File: config.mk
export PLATFORM = sky130hd
export DESIGN_NAME = file_push_receiver_fsm
export DESIGN_NICKNAME = d
export VERILOG_FILES = /design/src/hw/rtl/fpr_pkg.sv /design/src/hw/rtl/fpr_front.sv /design/src/hw/rtl/fpr_queue.sv /design/src/hw/rtl/fpr_back.sv /design/src/hw/rtl/file_push_receiver_fsm.sv
export SDC_FILE = /design/constraint.sdc
export NUM_CORES = 1
export LEC_CHECK = 0
export BUFFER_PORTS_ARGS = -buffer_cell sky130_fd_sc_hd__buf_2
export CELL_PAD_IN_SITES_DETAIL_PLACEMENT = 0
export CELL_PAD_IN_SITES_GLOBAL_PLACEMENT = 1
export CORE_MARGIN = 2
export CORE_UTILIZATION = 45
export DETAILED_ROUTE_END_ITERATION = 8
export GPL_TIMING_DRIVEN = 0
export PLACE_DENSITY_LB_ADDON = 0.1
export SYNTH_ARGS = -nofsm -noshare
export SYNTH_HDL_FRONTEND = slang
export SYNTH_HIERARCHICAL = 1
export SYNTH_SLANG_ARGS = --single-unit
File: constraint.sdc
create_clock -name clk -period 18.9 [get_ports clk]
set_input_delay 1.89 -clock clk [delete_from_list [all_inputs] [get_ports clk]]
set_output_delay 1.89 -clock clk [all_outputs]
set_load 0.02 [all_outputs]
File: src/hw/rtl/fpr_pkg.sv
// ----------------------------------------------------------------------------
// fpr_pkg: shared types and constants of the file push receiver
// Holds the phase and error codes, link request and header type codes,
// and the classified beat that travels from the front end to the back end.
// ----------------------------------------------------------------------------
package fpr_pkg;

	// Field widths of the link items.
	localparam int unsigned WORD_W  = 32;
	localparam int unsigned LEN_W   = 25;
	localparam int unsigned IN_W    = 160;
	localparam int unsigned OUT_W   = 104;

	// Reset values of the configuration registers.
	localparam logic [WORD_W-1:0] RESET_MAGIC  = 32'h5455_5452;
	localparam logic [LEN_W-1:0]  BUFFER_BYTES = 25'h100_0000;

	// Configuration register indexes.
	localparam logic CFG_MAGIC     = 1'b0;
	localparam logic CFG_MAX_CHUNK = 1'b1;

	// Link request kinds.
	localparam logic [1:0] REQ_HEADER = 2'd1;
	localparam logic [1:0] REQ_DATA   = 2'd2;

	// Header type codes.
	localparam logic [WORD_W-1:0] HDR_NAME  = 32'd1;
	localparam logic [WORD_W-1:0] HDR_RANGE = 32'd2;

	typedef enum logic [1:0] {
		PH_CONNECT = 2'd0,
		PH_NAME    = 2'd1,
		PH_RANGE   = 2'd2,
		PH_DATA    = 2'd3
	} phase_t;

	typedef enum logic [2:0] {
		ERR_NONE       = 3'd0,
		ERR_NAME       = 3'd1,
		ERR_RANGE_HDR  = 3'd2,
		ERR_ORDER      = 3'd3,
		ERR_LENGTH     = 3'd4,
		ERR_DISCONNECT = 3'd5
	} err_t;

	// One link event after classification by the front end.
	typedef struct packed {
		logic [1:0]        req_type;
		logic              link_up;
		logic              name_ok;
		logic              range_ok;
		logic              span_ok;
		logic              is_empty;
		logic [WORD_W-1:0] range_start;
		logic [WORD_W-1:0] range_end;
		logic [LEN_W-1:0]  span;
		logic [LEN_W-1:0]  payload_bytes;
		logic              ack_ok;
	} cls_item_t;

endpackage

File: src/hw/rtl/fpr_front.sv
// ----------------------------------------------------------------------------
// fpr_front: input classification
// Holds the configuration registers, unpacks each input beat and checks the
// header magic, type code and range span against the chunk limit.
// ----------------------------------------------------------------------------
module fpr_front (
	input  logic                       clk,
	input  logic                       arst_n,
	input  logic                       cfg_we,
	input  logic                       cfg_index,
	input  logic [fpr_pkg::WORD_W-1:0] cfg_data,
	input  logic [fpr_pkg::IN_W-1:0]   beat_data,
	output fpr_pkg::cls_item_t         item
);
	import fpr_pkg::*;

	logic [WORD_W-1:0] magic_q;
	logic [LEN_W-1:0]  max_chunk_q;
	logic [LEN_W-1:0]  limit;

	logic [1:0]        req_type;
	logic              link_up;
	logic              header_whole;
	logic [WORD_W-1:0] magic;
	logic [WORD_W-1:0] type_code;
	logic [WORD_W-1:0] range_start;
	logic [WORD_W-1:0] range_end;
	logic [LEN_W-1:0]  payload_bytes;
	logic              ack_accepted;
	logic [WORD_W-1:0] diff;
	logic              hdr_base_ok;

	// Configuration registers.
	always_ff @(posedge clk or negedge arst_n) begin
		if (!arst_n) begin
			magic_q     <= RESET_MAGIC;
			max_chunk_q <= BUFFER_BYTES;
		end else if (cfg_we) begin
			case (cfg_index)
				CFG_MAGIC:     magic_q     <= cfg_data;
				CFG_MAX_CHUNK: max_chunk_q <= cfg_data[LEN_W-1:0];
				default: ;
			endcase
		end
	end

	// The chunk limit never exceeds the receive buffer.
	assign limit = (max_chunk_q > BUFFER_BYTES) ? BUFFER_BYTES : max_chunk_q;

	// Unpack the beat, lowest field first.
	assign req_type      = beat_data[1:0];
	assign link_up       = beat_data[2];
	assign header_whole  = beat_data[3];
	assign magic         = beat_data[35:4];
	assign type_code     = beat_data[67:36];
	assign range_start   = beat_data[99:68];
	assign range_end     = beat_data[131:100];
	assign payload_bytes = beat_data[156:132];
	assign ack_accepted  = beat_data[157];

	// Header and range checks that do not depend on the receive state.
	assign diff        = range_end - range_start;
	assign hdr_base_ok = header_whole && (magic == magic_q);

	always_comb begin
		item.req_type      = req_type;
		item.link_up       = link_up;
		item.name_ok       = hdr_base_ok && (type_code == HDR_NAME);
		item.range_ok      = hdr_base_ok && (type_code == HDR_RANGE);
		item.span_ok       = (range_end >= range_start) &&
		                     (diff <= {{(WORD_W-LEN_W){1'b0}}, limit});
		item.is_empty      = (range_end == range_start);
		item.range_start   = range_start;
		item.range_end     = range_end;
		item.span          = diff[LEN_W-1:0];
		item.payload_bytes = payload_bytes;
		item.ack_ok        = ack_accepted;
	end

endmodule

File: src/hw/rtl/fpr_queue.sv
// ----------------------------------------------------------------------------
// fpr_queue: classified beat queue
// A short register FIFO that lets the front end and the back end stall
// independently; a push and a pop may happen in the same cycle.
// ----------------------------------------------------------------------------
module fpr_queue #(
	parameter int unsigned DEPTH = 2
) (
	input  logic               clk,
	input  logic               arst_n,
	input  logic               push_valid,
	output logic               push_ready,
	input  fpr_pkg::cls_item_t push_item,
	output logic               pop_valid,
	input  logic               pop_ready,
	output fpr_pkg::cls_item_t pop_item
);
	import fpr_pkg::*;

	localparam int unsigned PTR_W = (DEPTH > 1) ? $clog2(DEPTH) : 1;
	localparam int unsigned CNT_W = $clog2(DEPTH + 1);

	cls_item_t        slot_q [DEPTH];
	logic [PTR_W-1:0] wr_ptr_q;
	logic [PTR_W-1:0] rd_ptr_q;
	logic [CNT_W-1:0] count_q;
	logic             do_push;
	logic             do_pop;

	assign push_ready = (count_q != CNT_W'(DEPTH));
	assign pop_valid  = (count_q != '0);
	assign do_push    = push_valid && push_ready;
	assign do_pop     = pop_valid && pop_ready;
	assign pop_item   = slot_q[rd_ptr_q];

	// Pointer and fill count.
	always_ff @(posedge clk or negedge arst_n) begin
		if (!arst_n) begin
			wr_ptr_q <= '0;
			rd_ptr_q <= '0;
			count_q  <= '0;
		end else begin
			if (do_push) begin
				wr_ptr_q <= (wr_ptr_q == PTR_W'(DEPTH - 1)) ? '0 : wr_ptr_q + 1'b1;
			end
			if (do_pop) begin
				rd_ptr_q <= (rd_ptr_q == PTR_W'(DEPTH - 1)) ? '0 : rd_ptr_q + 1'b1;
			end
			if (do_push && !do_pop) begin
				count_q <= count_q + 1'b1;
			end else if (do_pop && !do_push) begin
				count_q <= count_q - 1'b1;
			end
		end
	end

	// Storage slots carry payload only.
	always_ff @(posedge clk) begin
		if (do_push) begin
			slot_q[wr_ptr_q] <= push_item;
		end
	end

endmodule

File: src/hw/rtl/fpr_back.sv
// ----------------------------------------------------------------------------
// fpr_back: receive state machine
// Carries out one classified beat per cycle, while the output register is free or
// being taken, against the receive phase and file state; the result waits there until taken.
// ----------------------------------------------------------------------------
module fpr_back (
	input  logic                     clk,
	input  logic                     arst_n,
	input  logic                     item_valid,
	output logic                     item_ready,
	input  fpr_pkg::cls_item_t       item,
	output logic                     res_valid,
	input  logic                     res_ready,
	output logic [fpr_pkg::OUT_W-1:0] res_data
);
	import fpr_pkg::*;

	phase_t            phase_q;
	phase_t            phase_d;
	logic              file_open_q;
	logic              file_open_d;
	logic [WORD_W-1:0] file_pos_q;
	logic [WORD_W-1:0] file_pos_d;
	logic [WORD_W-1:0] pend_start_q;
	logic [WORD_W-1:0] pend_start_d;
	logic [LEN_W-1:0]  pend_len_q;
	logic [LEN_W-1:0]  pend_len_d;

	logic              res_valid_q;
	logic [OUT_W-1:0]  res_data_q;
	logic [OUT_W-1:0]  res_d;

	logic [1:0]        acks;
	logic              opened;
	logic [WORD_W-1:0] nlen;
	logic [LEN_W-1:0]  wlen;
	logic [WORD_W-1:0] woff;
	logic              saved;
	logic              aborted;
	err_t              err;

	logic              fire;
	logic              link_lost;
	logic              hdr_req;
	logic              data_req;
	logic              order_ok;

	assign item_ready = !res_valid_q || res_ready;
	assign fire       = item_valid && item_ready;
	assign res_valid  = res_valid_q;
	assign res_data   = res_data_q;

	// Shared decode of the current beat.
	assign link_lost = (phase_q != PH_CONNECT) && !item.link_up;
	assign hdr_req   = (item.req_type == REQ_HEADER);
	assign data_req  = (item.req_type == REQ_DATA) && (item.payload_bytes != '0);
	assign order_ok  = (item.range_start == file_pos_q) && item.span_ok;

	// Next phase.
	always_comb begin
		phase_d = phase_q;
		if (link_lost) begin
			phase_d = PH_CONNECT;
		end else begin
			case (phase_q)
				PH_CONNECT: begin
					if (item.link_up) phase_d = PH_NAME;
				end
				PH_NAME: begin
					if (hdr_req && item.name_ok) begin
						phase_d = item.ack_ok ? PH_RANGE : PH_CONNECT;
					end
				end
				PH_RANGE: begin
					if (hdr_req) begin
						if (!item.range_ok || !order_ok) begin
							phase_d = PH_NAME;
						end else if (!item.ack_ok) begin
							phase_d = PH_CONNECT;
						end else begin
							phase_d = item.is_empty ? PH_NAME : PH_DATA;
						end
					end
				end
				PH_DATA: begin
					if (data_req) begin
						if (item.payload_bytes != pend_len_q) begin
							phase_d = PH_NAME;
						end else begin
							phase_d = item.ack_ok ? PH_RANGE : PH_CONNECT;
						end
					end
				end
				default: phase_d = PH_CONNECT;
			endcase
		end
	end

	// Result fields and file state updates.
	always_comb begin
		acks         = 2'd0;
		opened       = 1'b0;
		nlen         = '0;
		wlen         = '0;
		woff         = '0;
		saved        = 1'b0;
		aborted      = 1'b0;
		err          = ERR_NONE;
		file_open_d  = file_open_q;
		file_pos_d   = file_pos_q;
		pend_start_d = pend_start_q;
		pend_len_d   = pend_len_q;
		if (link_lost) begin
			err = ERR_DISCONNECT;
		end else begin
			// A file still open on return to connect or name is aborted.
			if ((phase_q == PH_CONNECT || phase_q == PH_NAME) && file_open_q) begin
				aborted     = 1'b1;
				file_open_d = 1'b0;
			end
			case (phase_q)
				PH_NAME: begin
					if (hdr_req) begin
						if (!item.name_ok) begin
							err = ERR_NAME;
						end else if (!item.ack_ok) begin
							err = ERR_DISCONNECT;
						end else begin
							acks        = 2'd2;
							opened      = 1'b1;
							nlen        = item.range_end;
							file_pos_d  = '0;
							file_open_d = 1'b1;
						end
					end
				end
				PH_RANGE: begin
					if (hdr_req) begin
						if (!item.range_ok) begin
							err = ERR_RANGE_HDR;
						end else if (!order_ok) begin
							err = ERR_ORDER;
						end else if (!item.ack_ok) begin
							err = ERR_DISCONNECT;
						end else begin
							acks = 2'd1;
							if (item.is_empty) begin
								saved       = 1'b1;
								file_open_d = 1'b0;
							end else begin
								pend_start_d = item.range_start;
								pend_len_d   = item.span;
							end
						end
					end
				end
				PH_DATA: begin
					if (data_req) begin
						if (item.payload_bytes != pend_len_q) begin
							err = ERR_LENGTH;
						end else if (!item.ack_ok) begin
							err = ERR_DISCONNECT;
						end else begin
							acks       = 2'd1;
							wlen       = pend_len_q;
							woff       = pend_start_q;
							file_pos_d = file_pos_q + {{(WORD_W-LEN_W){1'b0}}, pend_len_q};
						end
					end
				end
				default: ;
			endcase
		end
	end

	// Result packing, lowest field first.
	assign res_d = {5'd0, phase_d, err, aborted, saved, woff, wlen, nlen, opened, acks};

	// Control state and output valid.
	always_ff @(posedge clk or negedge arst_n) begin
		if (!arst_n) begin
			phase_q      <= PH_CONNECT;
			file_open_q  <= 1'b0;
			file_pos_q   <= '0;
			pend_start_q <= '0;
			pend_len_q   <= '0;
			res_valid_q  <= 1'b0;
		end else begin
			if (fire) begin
				phase_q      <= phase_d;
				file_open_q  <= file_open_d;
				file_pos_q   <= file_pos_d;
				pend_start_q <= pend_start_d;
				pend_len_q   <= pend_len_d;
				res_valid_q  <= 1'b1;
			end else if (res_ready) begin
				res_valid_q  <= 1'b0;
			end
		end
	end

	// Output payload register.
	always_ff @(posedge clk) begin
		if (fire) begin
			res_data_q <= res_d;
		end
	end

endmodule

File: src/hw/rtl/file_push_receiver_fsm.sv
// An accepted beat waits in a queue slot until the back end takes it and registers its result
// in the output register that drives the master side. Throughput: one beat per cycle while
// the output register is free or being taken; the back-end state machine settles one event
// per cycle. The beat queue absorbs a stalled output register for QUEUE_DEPTH beats.
// Reset: arst_n clears the phase to connect, the file state to zero, the beat queue and the
// output valid; the magic word returns to 0x54555452 and the chunk limit to 0x1000000.
// ----------------------------------------------------------------------------
// file_push_receiver_fsm: receive side of a host-to-device file push
// Front end classifies link events, a short queue decouples it from the
// back-end state machine that issues acks, opens, writes and closes.
// ----------------------------------------------------------------------------
module file_push_receiver_fsm #(
	parameter int unsigned QUEUE_DEPTH = 2
) (
	input  logic                        clk,
	input  logic                        arst_n,
	// Configuration write port.
	input  logic                        cfg_we,
	input  logic                        cfg_index,
	input  logic [fpr_pkg::WORD_W-1:0]  cfg_data,
	// Input link events.
	input  logic                        s_axis_tvalid,
	output logic                        s_axis_tready,
	// tdata from bit 0: req_type[2], link_up, header_whole, magic[32], type_code[32],
	// range_start[32], range_end[32], payload_bytes[25], ack_accepted, zero fill
	input  logic [fpr_pkg::IN_W-1:0]    s_axis_tdata,
	// Result items.
	output logic                        m_axis_tvalid,
	input  logic                        m_axis_tready,
	// tdata from bit 0: acks_sent[2], open_file, name_length[32], write_length[25],
	// write_offset[32], file_saved, file_aborted, error_code[3], phase[2], zero fill
	output logic [fpr_pkg::OUT_W-1:0]   m_axis_tdata
);
	import fpr_pkg::*;

	cls_item_t front_item;
	cls_item_t back_item;
	logic      back_valid;
	logic      back_ready;

	fpr_front u_front (
		.clk       (clk),
		.arst_n    (arst_n),
		.cfg_we    (cfg_we),
		.cfg_index (cfg_index),
		.cfg_data  (cfg_data),
		.beat_data (s_axis_tdata),
		.item      (front_item)
	);

	fpr_queue #(
		.DEPTH (QUEUE_DEPTH)
	) u_queue (
		.clk        (clk),
		.arst_n     (arst_n),
		.push_valid (s_axis_tvalid),
		.push_ready (s_axis_tready),
		.push_item  (front_item),
		.pop_valid  (back_valid),
		.pop_ready  (back_ready),
		.pop_item   (back_item)
	);

	fpr_back u_back (
		.clk        (clk),
		.arst_n     (arst_n),
		.item_valid (back_valid),
		.item_ready (back_ready),
		.item       (back_item),
		.res_valid  (m_axis_tvalid),
		.res_ready  (m_axis_tready),
		.res_data   (m_axis_tdata)
	);

	// Opening a file always moves on to the range phase with two acks.
	a_open_to_range: assert property (@(posedge clk) disable iff (!arst_n)
		m_axis_tvalid && m_axis_tdata[2] |->
			m_axis_tdata[98:97] == PH_RANGE && m_axis_tdata[1:0] == 2'd2)
		else $error("file open without range phase and two acks");

	// A write is always acknowledged once and returns to the range phase.
	a_write_acked: assert property (@(posedge clk) disable iff (!arst_n)
		m_axis_tvalid && m_axis_tdata[59:35] != '0 |->
			m_axis_tdata[1:0] == 2'd1 && m_axis_tdata[98:97] == PH_RANGE)
		else $error("write without single ack or range phase");

	// A saved file closes back to the name phase.
	a_saved_to_name: assert property (@(posedge clk) disable iff (!arst_n)
		m_axis_tvalid && m_axis_tdata[92] |->
			m_axis_tdata[98:97] == PH_NAME && m_axis_tdata[1:0] == 2'd1)
		else $error("saved file not back in name phase");

	// A disconnect sends no ack and lands in the connect phase.
	a_disconnect: assert property (@(posedge clk) disable iff (!arst_n)
		m_axis_tvalid && m_axis_tdata[96:94] == ERR_DISCONNECT |->
			m_axis_tdata[98:97] == PH_CONNECT && m_axis_tdata[1:0] == 2'd0)
		else $error("disconnect result outside connect phase");

endmodule

* Yosys cells after proc, flatten, opt, wreduce, memory -nomap -nowiden
Memories as Yosys holds them, arrays and structs flattened.
Cells that the tools add are included.
** Storage, ports and cells
- Memories :: 1
- Bits in registers :: 253
- Input port bits :: 198
- Word-level logic and storage cells :: 153
- Bits in latches :: 0
- Output and inout bits :: 106
- Bits in read-only memories :: 0
- Bits in writable memories :: 244
** Operators by class
- Mux-type cells :: 58
- Divide/modulo/power cells :: 0
- $mul :: 0
- Bitwise gates (word level) :: 12
- Order comparisons :: 3
- Shift operators :: 0
- Eq/ne operators :: 18
- Reductions and logical operators :: 38
- Add/subtract/negate cells :: 6
** Memory list
- u_queue.slot_q :: words 2, bits a word 122, rd ports 1, clocked after Yosys merged registers in 0, wr ports 1, RTL line fpr_queue.sv:23 : cls_item_t slot_q [DEPTH];
** Operators by type and width (number)
- 32-bit 2-to-1 mux :: 6
- 32-bit equality test :: 3
- 32-bit case mux with 2 select lines :: 1
- 2-bit 2-to-1 mux :: 18
- 32-bit by 25-bit adder with 32-bit output :: 1
- 32-bit by 1-bit equality test with 1-bit output (second input constant) :: 1
- 32-bit by 2-bit equality test with 1-bit output (second input constant) :: 1
- 32-bit greater-or-equal comparator :: 1
- 32-bit by 25-bit <= comparator with 1-bit output :: 1
- 32-bit subtractor :: 1
- 25-bit > comparator (second input constant) :: 1
- 25-bit 2-to-1 mux :: 1
- 25-bit inequality test :: 1
- 25-bit nonzero test :: 1
- 3-bit 2-to-1 mux :: 8
- 1-bit 2-to-1 mux :: 20
- 1-bit logical AND :: 13
- 1-bit inverter :: 12
- 2-bit by 1-bit inequality test with 1-bit output (second input constant) :: 5
- 2-bit nonzero test :: 5
- 5-bit OR reduction :: 2
- 3-bit case mux with 3 select lines :: 1
- 9-bit AND reduction :: 1
- 2-bit case mux with 4 select lines :: 1
- other kinds (15) :: 29

* Longest topological paths before layout
Gate-level depths: netlist of the first run.
- Depth in word-level cells :: 10
- Gate-level depth with buffers :: 20
- Gate-level depth less buffers :: 20

* Modules after synthesis
Netlist of the first run, hierarchy kept.
** Modules (own cells, without submodules)
- fpr_back :: cells each 799, sequential area each 5300.1 um^2, area each 9776.9 um^2, instances 1
- fpr_queue :: cells each 398, sequential area each 7427.1 um^2, area each 9287.7 um^2, instances 1
- fpr_front :: cells each 654, sequential area each 1443.9 um^2, area each 5875.6 um^2, instances 1

* Worst setup path after synthesis of the first run
No wires, ideal clock.
- Kind :: in2reg
- From :: input port s_axis_tvalid
- To :: memory u_queue/slot_q[0][0] (netlist name) (enable)
- Buffers on the path :: 0
- Path slack :: 11238 ps
- Library setup time :: 605 ps
- Arrival :: 7057 ps
- Cell stages on the path :: 2
- Cells stage by stage :: nand2_1 nor2_1
** Between the ends
- Cells in the longest elaborated chain, start to end :: 3
** Ends and longest elaborated chain
- start: declaration :: RTL line file_push_receiver_fsm.sv:22 : input logic s_axis_tvalid,
- 1-bit logical AND :: RTL line fpr_queue.sv:32 : assign do_push = push_valid && push_ready;
- 1-bit 2-to-1 mux :: RTL line fpr_queue.sv:59 : if (do_push) begin
- 1-bit 2-to-1 mux (not written as such) :: RTL line fpr_queue.sv:60 : slot_q[wr_ptr_q] <= push_item;
- end: declaration :: RTL line fpr_queue.sv:23
Every way passes these cells.

==> results of run 1 <==
-- cells in the mapped netlist (6+ instances only) --
cell type  instances  area [sq um]
o21bai_1           9          67.6
mux2_4           100          1500
o21ai_0           41           205
nand4_1           35           219
and3_1             8          50.1
inv_1             60           225
nor2_1            40           150
a21oi_1           66           330
a211oi_1           9          67.6
edfxtp_1         343         10300
nand2_1           99           372
nand2b_1          10          62.6
dfstp_2           14           368
o211ai_1           8          60.1
buf_4             98           736
o31ai_1           12          90.1
nor4_1            39           244
or4_1             10          75.1
or3_1              7          43.8
xor2_1            77           674
buf_6             14           158
clkbuf_1          31           116
nor3_1            15          75.1
and2_1            95           594
a21o_1            15           113
a31oi_1            9          56.3
ha_1              88          1100
or2_2              6          37.5
mux2_2           140          1580
nor2b_1           11          68.8
o21a_1            11          82.6
dfrtp_1          140          3500
nand3_1           27           135
a22o_1            14           123
xnor2_1           57           499
buf_2              9          45.0
-- metrics by stage --
step	setup WS [ps]	total power (uW)	util (%)	area, sq um	instances
floorplan	11240	2280	-	25000	1855
global placement	7280	2630	49.5	27200	2870
detailed placement	11370	2630	49.9	27400	2878
CTS	11980	3680	53.1	29200	2978
global route	11540	3810	53.1	29200	2979
finish	11920	3640	53.1	29200	2986
-- power groups by stage --
stage / logic, uW / registers [uW] / clock network [uW]
3_3_place_gp: 1040 / 1590 / 0
4_1_cts: 1090 / 1520 / 1070
3_5_place_dp: 1090 / 1540 / 0
5_1_grt: 1160 / 1540 / 1110
2_1_floorplan: 636 / 1640 / 0
6_report: 1080 / 1520 / 1040
-- cell type report --
type,instances,share of cell area [%]
sequential,497,48.5
multi-input combinational,1141,32.5
timing repair buffer,275,5.24
clock buffer,74,5.09
buffer,156,3.70
tap,748,3.21
clock inverter,26,0.857
inverter,61,0.793
antenna,8,0.0686
-- final timing paths --
check,startpoint,endpoint
worst max-delay path,s_axis_tdata[100],u_queue/slot_q[0][116]$_DFFE_PP_
worst min-delay path,u_queue/count_q[1]$_DFFE_PN0P_,u_queue/count_q[1]$_DFFE_PN0P_
worst max register to register,u_front/max_chunk_q[18]$_DFFE_PN0P_,u_queue/slot_q[0][116]$_DFFE_PP_
worst min register to register,u_queue/count_q[1]$_DFFE_PN0P_,u_queue/count_q[1]$_DFFE_PN0P_
max in group asynchronous,arst_n,u_front/magic_q[22]$_DFFE_PN1P_
min in group asynchronous,arst_n,u_back/file_pos_q[3]$_DFFE_PN0P_
-- routing by layer --
metal | vias up | track usage (%) | wire [um]
met5 | - | 0 | 41
met3 | 89 | 3.52 | 2410
met1 | 7788 | 29.5 | 28300
met4 | 6 | 6.74 | 1760
met2 | 328 | 40.0 | 32900
li1 | 7449 | - | -
-- registers in the layout, summed over array words and instances (netlist names), 2 cells and up --
name	count
u_back/pend_len_q	25
u_queue/count_q	2
u_back/file_pos_q	32
u_front/magic_q	32
u_queue/slot_q	244
u_back/pend_start_q	32
u_front/max_chunk_q	25
u_back/phase_q	2
u_back/res_data	99
-- cells by family (layout without fill, tap and decap cells) --
logic type	Yosys count	after routing	share of synthesized area (%)
xor gates and xnor gates	134	134	4.71
and+or+nand+nor	429	429	9.51
other	1	13	0.0150
buffers and inverters	217	592	5.25
muxes	242	242	12.4
DFF	497	497	56.8
adders and majority gates	90	90	4.58
AOI/OAI and AO/OA	241	241	6.70
==> reports/metrics.cfg, run 1 <==
[critical_path]
crit_family = compound AO/OA/AOI/OAI gates
cp_data_required_time_ps = 19190
end_kind = flop
path_max_fanout = 5
cp.arrival_ps = 7270
path_buf_inv = 3
path_class = input port to flop
reg2reg_depth = 14
worstSetupStartpointType = input port
path_depth = 21
ff2ff_setup_slack_ps = 14140
path_cells = buf_2 -> inv_1 -> ha_1 -> inv_1 -> fa_1 -> nand3_1 -> a21oi_1 -> a2111oi_4 -> nor4_1 -> or3_1 -> a211oi_1 -> xnor2_1 -> ha_1 -> nand4_1 -> nor3_1 -> nand3_1 -> a221oi_1 -> o21ai_0 -> nor3_1 -> nand4b_1 -> a2111oi_2
crit_path_max_incr_delay_ps = 700
critPathSlowestCell = a2111oi_2

[global_routing]
gr-total-overflow = 0
track_usage_pct = 22.9
first_global_vias = 16000
antenna_found_initial = 6
grt_max_degree = 93
grt_pass1_wl_um = 97500

[cts]
clk-insertion-delay-late_ps = 600
cts_buffers = 53
clkSlewWorstSetupHoldPaths_ps = 60
clock_sinks = 497
clockRootBuffer = clkbuf_16
cts_resized = 0
cts.path.max_buffers = 3
cts_hold_repair.buffers = 0
postCtsSetupBuffers = 0
htree_levels = 2
cts_tree = built

[logic_synthesis]
netlist_instances = 1851
synth_edf_count = 343
ys_ff_latch = 497
ys_seq_area_share_pct = 56.8
syn-cell-area_sq_mm = 0.0249
avgSynthCellArea_sq_um = 13.5
ys.flop_type = edfxtp_1
yosysWarningCount = 6
synthArstFlopShare_pct = 31.0
synth_cell_types = 79

[power_and_ir_drop]
switchingPower_uw = 1140
p_int_uw = 2490
switching_share_pct = 31.4
p_clk_share_pct = 28.6
ir_drop_v = 0.0000946
p_leak_uw = 0.0122
p_per_area_mw_per_mm2 = 125
pwr-share-seq_pct = 41.8
p_comb_share_pct = 29.6

[routing]
drc_errors = 0
drtIter0Drc = 954
vias_per_cell = 5.24
wirelength_um = 65400
dr.pass1.iters = 5
postRouteAntennaNets = 1
vias = 15700
post_drt_wl_per_cell_um = 21.9

[final_layout]
nNetsFinal = 2473
multiInputGateArea_sq_mm = 0.00949
synthToLayoutAreaGrowth_pct = 17.1
final_cell_mix = 343 x edfxtp_1, 275 x buf_2, 140 x mux2_2, 140 x dfrtp_1, 100 x mux2_4
regArea_sq_mm = 0.0142
layout_commonest_cell = edfxtp_1
layout-drive-gt1-share_pct = 33.8
fillers = 4736

[run_status]
status = complete, but fails checks
violations = antenna violations

[placement]
port-buffer-count = 267
dp_hpwl_um = 50000
gp_congestion = 0.899

[min_path]
hold_path_class = flop to flop
whs_path_depth = 1

[floorplanning]
start_util_pct = 45.4
core_area_sq_mm = 0.0550
die_w_um = 239
core.rowCount = 86
die_h_um = 239
io_pins = 304
dieArea_sq_mm = 0.0573

[sta]
fmaxAchievable_ghz = 0.143
finalCritPeriodShare_pct = 36.9
timing.hold.ws_ps = 488
final-hold-violation-count = 0
maxSlewHeadroom_pct = 15.6
final_max_slew_viol_count = 0
fin_crit_ps = 6980
tightestPinTransition_ps = 1260
setup_viol = 0
setup_tns_ps = 0
skew_ps = 17.9
grt_setup_unrepaired = false

[flow_run]
cap_viol_max_count = 0

Note: power is estimated with default switching activity, not from simulation.
==> run 2, diff against run 1 <==
--- a/config.mk
+++ b/config.mk
@@ -5,6 +5,7 @@
 export SDC_FILE = /design/constraint.sdc
 export NUM_CORES = 1
 export LEC_CHECK = 0
+export ABC_AREA = 1
 export BUFFER_PORTS_ARGS = -buffer_cell sky130_fd_sc_hd__buf_2
 export CELL_PAD_IN_SITES_DETAIL_PLACEMENT = 0
 export CELL_PAD_IN_SITES_GLOBAL_PLACEMENT = 1
==> constraint.sdc (replaced) <==
create_clock -name clk -period 6.5 [get_ports clk]
set_input_delay 0.65 -clock clk [delete_from_list [all_inputs] [get_ports clk]]
set_output_delay 0.65 -clock clk [all_outputs]
set_load 0.02 [all_outputs]
==> run 2 against run 1 <==
Net effect: the flow now finishes without violations; global-route usage increased by 4.1 points; setup slack got worse by 9300 ps; largest cell class unchanged; flip-flop and latch count is the same; hold slack lost 270 ps; synthesized area grew 6.4%; critical path depth fell by 4; critical path type is now flop to flop; non-clock buffer count up 14; critical endpoint is now u_back/res_data[65]$_SDFFCE_PP0P_; die area is 6.3% higher; sequential share of layout area fell by 2.9 points.
==> reports/metrics.cfg, run 2 <==
[sta]
setup_viol = 0
setup_tns_ps = 0
skew_ps = 13.5
tightestPinTransition_ps = 1140
fin_crit_ps = 3840
finalCritPeriodShare_pct = 59.0
grt_setup_unrepaired = false
final-hold-violation-count = 0
final_max_slew_viol_count = 0
maxSlewHeadroom_pct = 23.3
fmaxAchievable_ghz = 0.261

[routing]
vias_per_cell = 4.98
drtIter0Drc = 1632
wirelength_um = 82000
postRouteAntennaNets = 0
post_drt_wl_per_cell_um = 19.3
vias = 21200
dr.pass1.iters = 6
drc_errors = 0

[cts]
htree_levels = 2
cts_tree = built
cts_buffers = 55
clockRootBuffer = clkbuf_16
clock_sinks = 497
cts.path.max_buffers = 3
cts_resized = 0
clk-insertion-delay-late_ps = 620
clkSlewWorstSetupHoldPaths_ps = 60

[floorplanning]
io_pins = 304
dieArea_sq_mm = 0.0610
core.rowCount = 89
die_h_um = 247
die_w_um = 247
core_area_sq_mm = 0.0587
start_util_pct = 45.2

[logic_synthesis]
synthArstFlopShare_pct = 31.0
synthTopCellsByArea = edfxtp_1 39%, nand2_1 15%, dfrtp_1 13%
avgSynthCellArea_sq_um = 8.59
synth_cell_types = 49
syn-cell-area_sq_mm = 0.0265
post-synth-top-count-cell = nand2_1
synth.top_cell.area_share_pct = 38.8
ys.flop_type = edfxtp_1
netlist_instances = 3089
synth_edf_count = 343
ys_top_cells_by_count = 1041 x nand2_1, 442 x inv_1, 343 x edfxtp_1
ys_ff_latch = 497
yosysWarningCount = 6
ys_seq_area_share_pct = 53.4
synth_largest_area_cell = edfxtp_1

[final_layout]
top_register = u_queue/slot_q
largest_reg_flops = 244
final_cell_mix = 1041 x nand2_1, 442 x inv_1, 343 x edfxtp_1, 283 x buf_2, 280 x nor2_1
fin_cells = 4250
nNetsFinal = 3718
fillers = 5598
layout_commonest_cell = nand2_1
fin_area_sq_mm = 0.0310
layout-drive-gt1-share_pct = 17.0
synthToLayoutAreaGrowth_pct = 16.9

[critical_path]
reg2reg_depth = 17
path_class = flop to flop
r2r-start = u_queue/rd_ptr_q$_DFFE_PN0P_
crit_end = u_back/res_data[65]$_SDFFCE_PP0P_
cp_data_required_time_ps = 6890
ff2ff_setup_slack_ps = 2660
path_max_fanout = 10
startpoint = u_queue/rd_ptr_q$_DFFE_PN0P_
worstSetupStartpointType = flop
reg2reg_to = u_back/res_data[65]$_SDFFCE_PP0P_
end_kind = flop
cp.arrival_ps = 4230

[placement]
dpl-instance-area_sq_mm = 0.0291
port-buffer-count = 267
gp_congestion = 0.939
placed_cells = 4145
dp_hpwl_um = 66000

[power_and_ir_drop]
power_uw = 12500
p_leak_uw = 0.0149
ir_drop_v = 0.000251
p_per_area_mw_per_mm2 = 404

[global_routing]
grt_pass1_wl_um = 122000
antenna_found_initial = 6
track_usage_pct = 27.0
grt_max_degree = 107
first_global_vias = 20800
gr-total-overflow = 0

[run_status]
status = complete, no violations

[flow_run]
cap_viol_max_count = 0

[min_path]
hold_path_class = input port to flop

## run 2: changes by cell type after synthesis, moves of 74 or more
| cell | previous run | this run |
|---|---|---|
| mux2_4 | 100 | 0 |
| nand2_1 | 99 | 1041 |
| inv_1 | 60 | 442 |
| mux2_2 | 140 | 6 |
| nor2_1 | 40 | 282 |
| o21ai_0 | 41 | 115 |
| and2_1 | 95 | 3 |
## run 2: final cells by class
cell class	count	area [sq um]	share of cell area [%]
clock buffers	68	1510	4.87
repair buffers	280	1600	5.17
multi-input cells	1986	9570	30.9
well taps	773	967	3.12
inverters	445	1670	5.39
flip-flops and latches	497	14200	45.7
clock inverters	34	359	1.16
diodes	2	5.00	0.0161
plain buffers	165	1160	3.73
## run 2: logic make-up (layout without fill, tap and decap cells)
group	after synthesis	after routing	synth area share, %
mux	6	6	0.254
simple gates	1533	1533	23.5
fa+ha+maj	90	90	4.30
flops	497	497	53.4
xor+xnor	55	55	1.81
other cells	1	7	0.0141
compound gates	297	297	6.04
buf+inv	610	992	10.7
## run 2: metal layers
metal	GRT usage [%]	up-vias	share of wire [%]
li1	-	10400	-
met1	35.7	10000	43
met2	45.3	590	48
met3	3.20	136	4.8
met4	10.9	2	4.1
met5	0	-	0.020
## run 2: stage by stage
step / worst slack [ps] / hold slack, ps / utilization (%)
global route: 2480 / 193 / 52.9
finish: 2660 / 215 / 52.9
floorplan: 58.4 / 354 / -
detailed placement: 2280 / 478 / 49.7
CTS: 2710 / 178 / 52.9
global placement: -3230 / 475 / 49.2
## run 2: worst max-delay path, cell delays in order, from the launching register on
cell     delay (ps)
dfrtp_1         360
buf_4           190
inv_4           120
buf_2           270
nand2_1          90
nand2_1         110
inv_1            50
nand2_1          60
nand2_1          60
nor2_1          180
nand3_1         110
nor2_1          140
nand4_1         320
nor2_1          290
nand2_1         270
buf_2           320
buf_1           290
nor2_1          370
## run 2: power by group
| group | leakage, uW | total [uW] | internal (uW) | switching (uW) |
|---|---|---|---|---|
| sequential | 0.00496 | 4530 | 4250 | 275 |
| clock | 0.000910 | 3200 | 1890 | 1300 |
| combinational | 0.00906 | 4820 | 1430 | 3390 |
## run 2: worst min-delay path by stage
stage | start | end | slack (ps) | cells after the start
floorplan | arst_n | u_back/file_open_q$_DFFE_PN0P_ | 350 | 0
global placement | u_front/magic_q[21]$_DFFE_PN0P_ | u_front/magic_q[21]$_DFFE_PN0P_ | 480 | 2
detailed placement | u_front/magic_q[0]$_DFFE_PN0P_ | u_front/magic_q[0]$_DFFE_PN0P_ | 480 | 2
CTS | s_axis_tdata[1] | u_queue/slot_q[0][121]$_DFFE_PP_ | 180 | 1
global route | s_axis_tdata[156] | u_queue/slot_q[0][25]$_DFFE_PP_ | 190 | 1
finish | s_axis_tdata[1] | u_queue/slot_q[0][121]$_DFFE_PP_ | 210 | 1
## run 2: repair_timing
action                    CTS  global route
buffers inserted            0             0
hold endpoints to repair   48             0
hold buffers                1             0
==> run 3, diff against run 2 <==
--- a/config.mk
+++ b/config.mk
@@ -5,7 +5,7 @@
 export SDC_FILE = /design/constraint.sdc
 export NUM_CORES = 1
 export LEC_CHECK = 0
-export ABC_AREA = 1
+export ABC_AREA = 0
 export BUFFER_PORTS_ARGS = -buffer_cell sky130_fd_sc_hd__buf_2
 export CELL_PAD_IN_SITES_DETAIL_PLACEMENT = 0
 export CELL_PAD_IN_SITES_GLOBAL_PLACEMENT = 1
==> constraint.sdc (replaced) <==
create_clock -name clk -period 3.9 [get_ports clk]
set_input_delay 0.39 -clock clk [delete_from_list [all_inputs] [get_ports clk]]
set_output_delay 0.39 -clock clk [all_outputs]
set_load 0.02 [all_outputs]
==> run 3 against run 2 <==
Net effect: the flow now finishes with violations (negative setup slack); via count fell by 24%; utilization rose by 3.1 points; sequential power rose by 62%; global-route usage fell by 4.0 points; routed wire length fell by 20%; largest power group is now registers; sequential share of layout area rose by 0.40 points; critical path depth rose by 3; critical path type is now input port to flop; count of clock-buffer cells in the layout rose by 3; non-clock buffer count rose by 73; setup slack got worse by 3100 ps; critical endpoint is now u_queue/slot_q[0][116]$_DFFE_PP_; clock skew rose by 11 ps; hold slack got worse by 170 ps.
==> reports/metrics.cfg, run 3 (same netlist as run 1, synthesis figures left out) <==
[final_layout]
layout_commonest_cell = edfxtp_1
layout-drive-gt1-share_pct = 37.9
multiInputGateArea_sq_mm = 0.0101
regArea_sq_mm = 0.0142
synthToLayoutAreaGrowth_pct = 23.3
top_register = u_queue/slot_q
fin_cells = 3067
largest_reg_flops = 244
nNetsFinal = 2561
fillers = 4608
fin_util_pct = 55.9
final_cell_mix = 343 x edfxtp_1, 267 x buf_2, 145 x buf_4, 140 x dfrtp_1, 139 x mux2_2

[global_routing]
track_usage_pct = 23.1
gr-total-overflow = 0
grt_max_degree = 95
first_global_vias = 16400
antenna_found_initial = 1
grt_pass1_wl_um = 98800

[placement]
gp_congestion = 0.888
dp_hpwl_um = 49900
placed_cells = 2879
port-buffer-count = 267
pre_cts_slack_ps = -1740

[floorplanning]
die_w_um = 239
start_util_pct = 45.4
io_pins = 304
dieArea_sq_mm = 0.0573
die_h_um = 239
core_area_sq_mm = 0.0550
core.rowCount = 86

[power_and_ir_drop]
p_int_uw = 12500
p_clk_share_pct = 28.5
switching_share_pct = 31.4
switchingPower_uw = 5730
p_leak_uw = 0.0129
pwr-share-seq_pct = 40.3
ir_drop_v = 0.000374
p_per_area_mw_per_mm2 = 593
p_comb_share_pct = 31.1

[critical_path]
critPathSlowestCell = nor4_4
worstSetupStartpointType = input port
end_kind = flop
path_class = input port to flop
path_max_fanout = 4
cp.arrival_ps = 4780
path_buf_inv = 2
crit_path_max_incr_delay_ps = 350
path_cells = buf_8 -> ha_4 -> a21o_1 -> a211oi_2 -> nand4_1 -> a41oi_2 -> o21bai_2 -> a2111oi_4 -> nor3_2 -> xor2_2 -> ha_1 -> nand4_1 -> nor4_4 -> nand3_2 -> a221oi_2 -> o21ai_1 -> nor3_1 -> nand4b_1 -> a2111oi_4 -> buf_4
crit_family = compound AO/OA/AOI/OAI gates
cp_data_required_time_ps = 4370

[sta]
tightestPinTransition_ps = 787
skew_ps = 24.8
timing.hold.ws_ps = 41.3
fmaxAchievable_ghz = 0.232
fin_ws_ps = -411
setup_tns_ps = -906
fin_crit_ps = 4310
setup_viol = 18
maxSlewHeadroom_pct = 47.2
final-hold-violation-count = 0
final_max_slew_viol_count = 0
grt_setup_unrepaired = true
finalCritPeriodShare_pct = 111

[routing]
postRouteAntennaNets = 0
vias = 16100
vias_per_cell = 5.26
drtIter0Drc = 960
post_drt_wl_per_cell_um = 21.5
dr.pass1.iters = 5
wirelength_um = 65900
drc_errors = 0

[run_status]
status = complete, but fails checks
violations = negative setup slack

[cts]
clockRootBuffer = clkbuf_16
cts_tree = built
clkSlewWorstSetupHoldPaths_ps = 60
htree_levels = 2
clk-insertion-delay-late_ps = 610
clock_sinks = 497
cts_buffers = 54
cts.path.max_buffers = 3

[min_path]
hold_path_class = input port to flop

[flow_run]
cap_viol_max_count = 0

==> run 3: cell type report <==
cell class              instances  share of cell area (%)
flip-flops and latches        497                    46.1
multi-input cells            1141                    32.7
repair buffers                362                    7.78
clock buffers                  71                    4.87
plain buffers                 156                    3.78
well taps                     748                    3.04
clock inverters                30                   0.989
inverters                      61                   0.769
diodes                          1                 0.00814
==> run 3: power by group through the flow <==
stage | registers [uW] | logic (uW) | clock network, uW
floorplan | 7880 | 3110 | 0
global placement | 7560 | 5090 | 0
detailed placement | 7470 | 5300 | 0
CTS | 7370 | 5580 | 5330
global route | 7460 | 6100 | 5530
finish | 7360 | 5680 | 5200
==> run 3: per-layer routing <==
metal	wire, um	vias up	global-route usage, %
met5	0	-	0
met4	1860	0	7.22
met3	2640	108	2.90
met2	33400	345	40.0
met1	28100	8065	30.1
li1	-	7615	-
==> run 3: path summary, 6_finish.rpt <==
check / endpoint / cells after the start / start / slack [ps]
max: u_queue/slot_q[0][116]$_DFFE_PP_ / 20 / s_axis_tdata[106] / -410
min: u_front/max_chunk_q[21]$_DFFE_PN0P_ / 2 / cfg_data[21] / 40
max reg2reg: u_queue/slot_q[0][116]$_DFFE_PP_ / 15 / u_front/max_chunk_q[0]$_DFFE_PN0P_ / -340
min reg2reg: u_queue/count_q[1]$_DFFE_PN0P_ / 1 / u_queue/count_q[1]$_DFFE_PN0P_ / 490
max in group asynchronous: u_front/magic_q[16]$_DFFE_PN1P_ / 3 / arst_n / 2680
min in group asynchronous: u_back/pend_start_q[2]$_DFFE_PN0P_ / 2 / arst_n / 320
==> run 3: metrics by stage <==
stage	total power [uW]	cell area, sq um
CTS	18300	30400
global placement	12700	27400
detailed placement	12800	27600
finish	18200	30800
floorplan	11000	25100
global route	19100	30800
==> run 3: repair_timing <==
item | CTS | global route
pin swaps | 21 | 24
hold buffers | 36 | 0
cloned | 0 | 3
buffers inserted | 31 | 16
resized for setup | 69 | 38
setup endpoints to repair | 137 | 119
hold endpoints to repair | 124 | 0
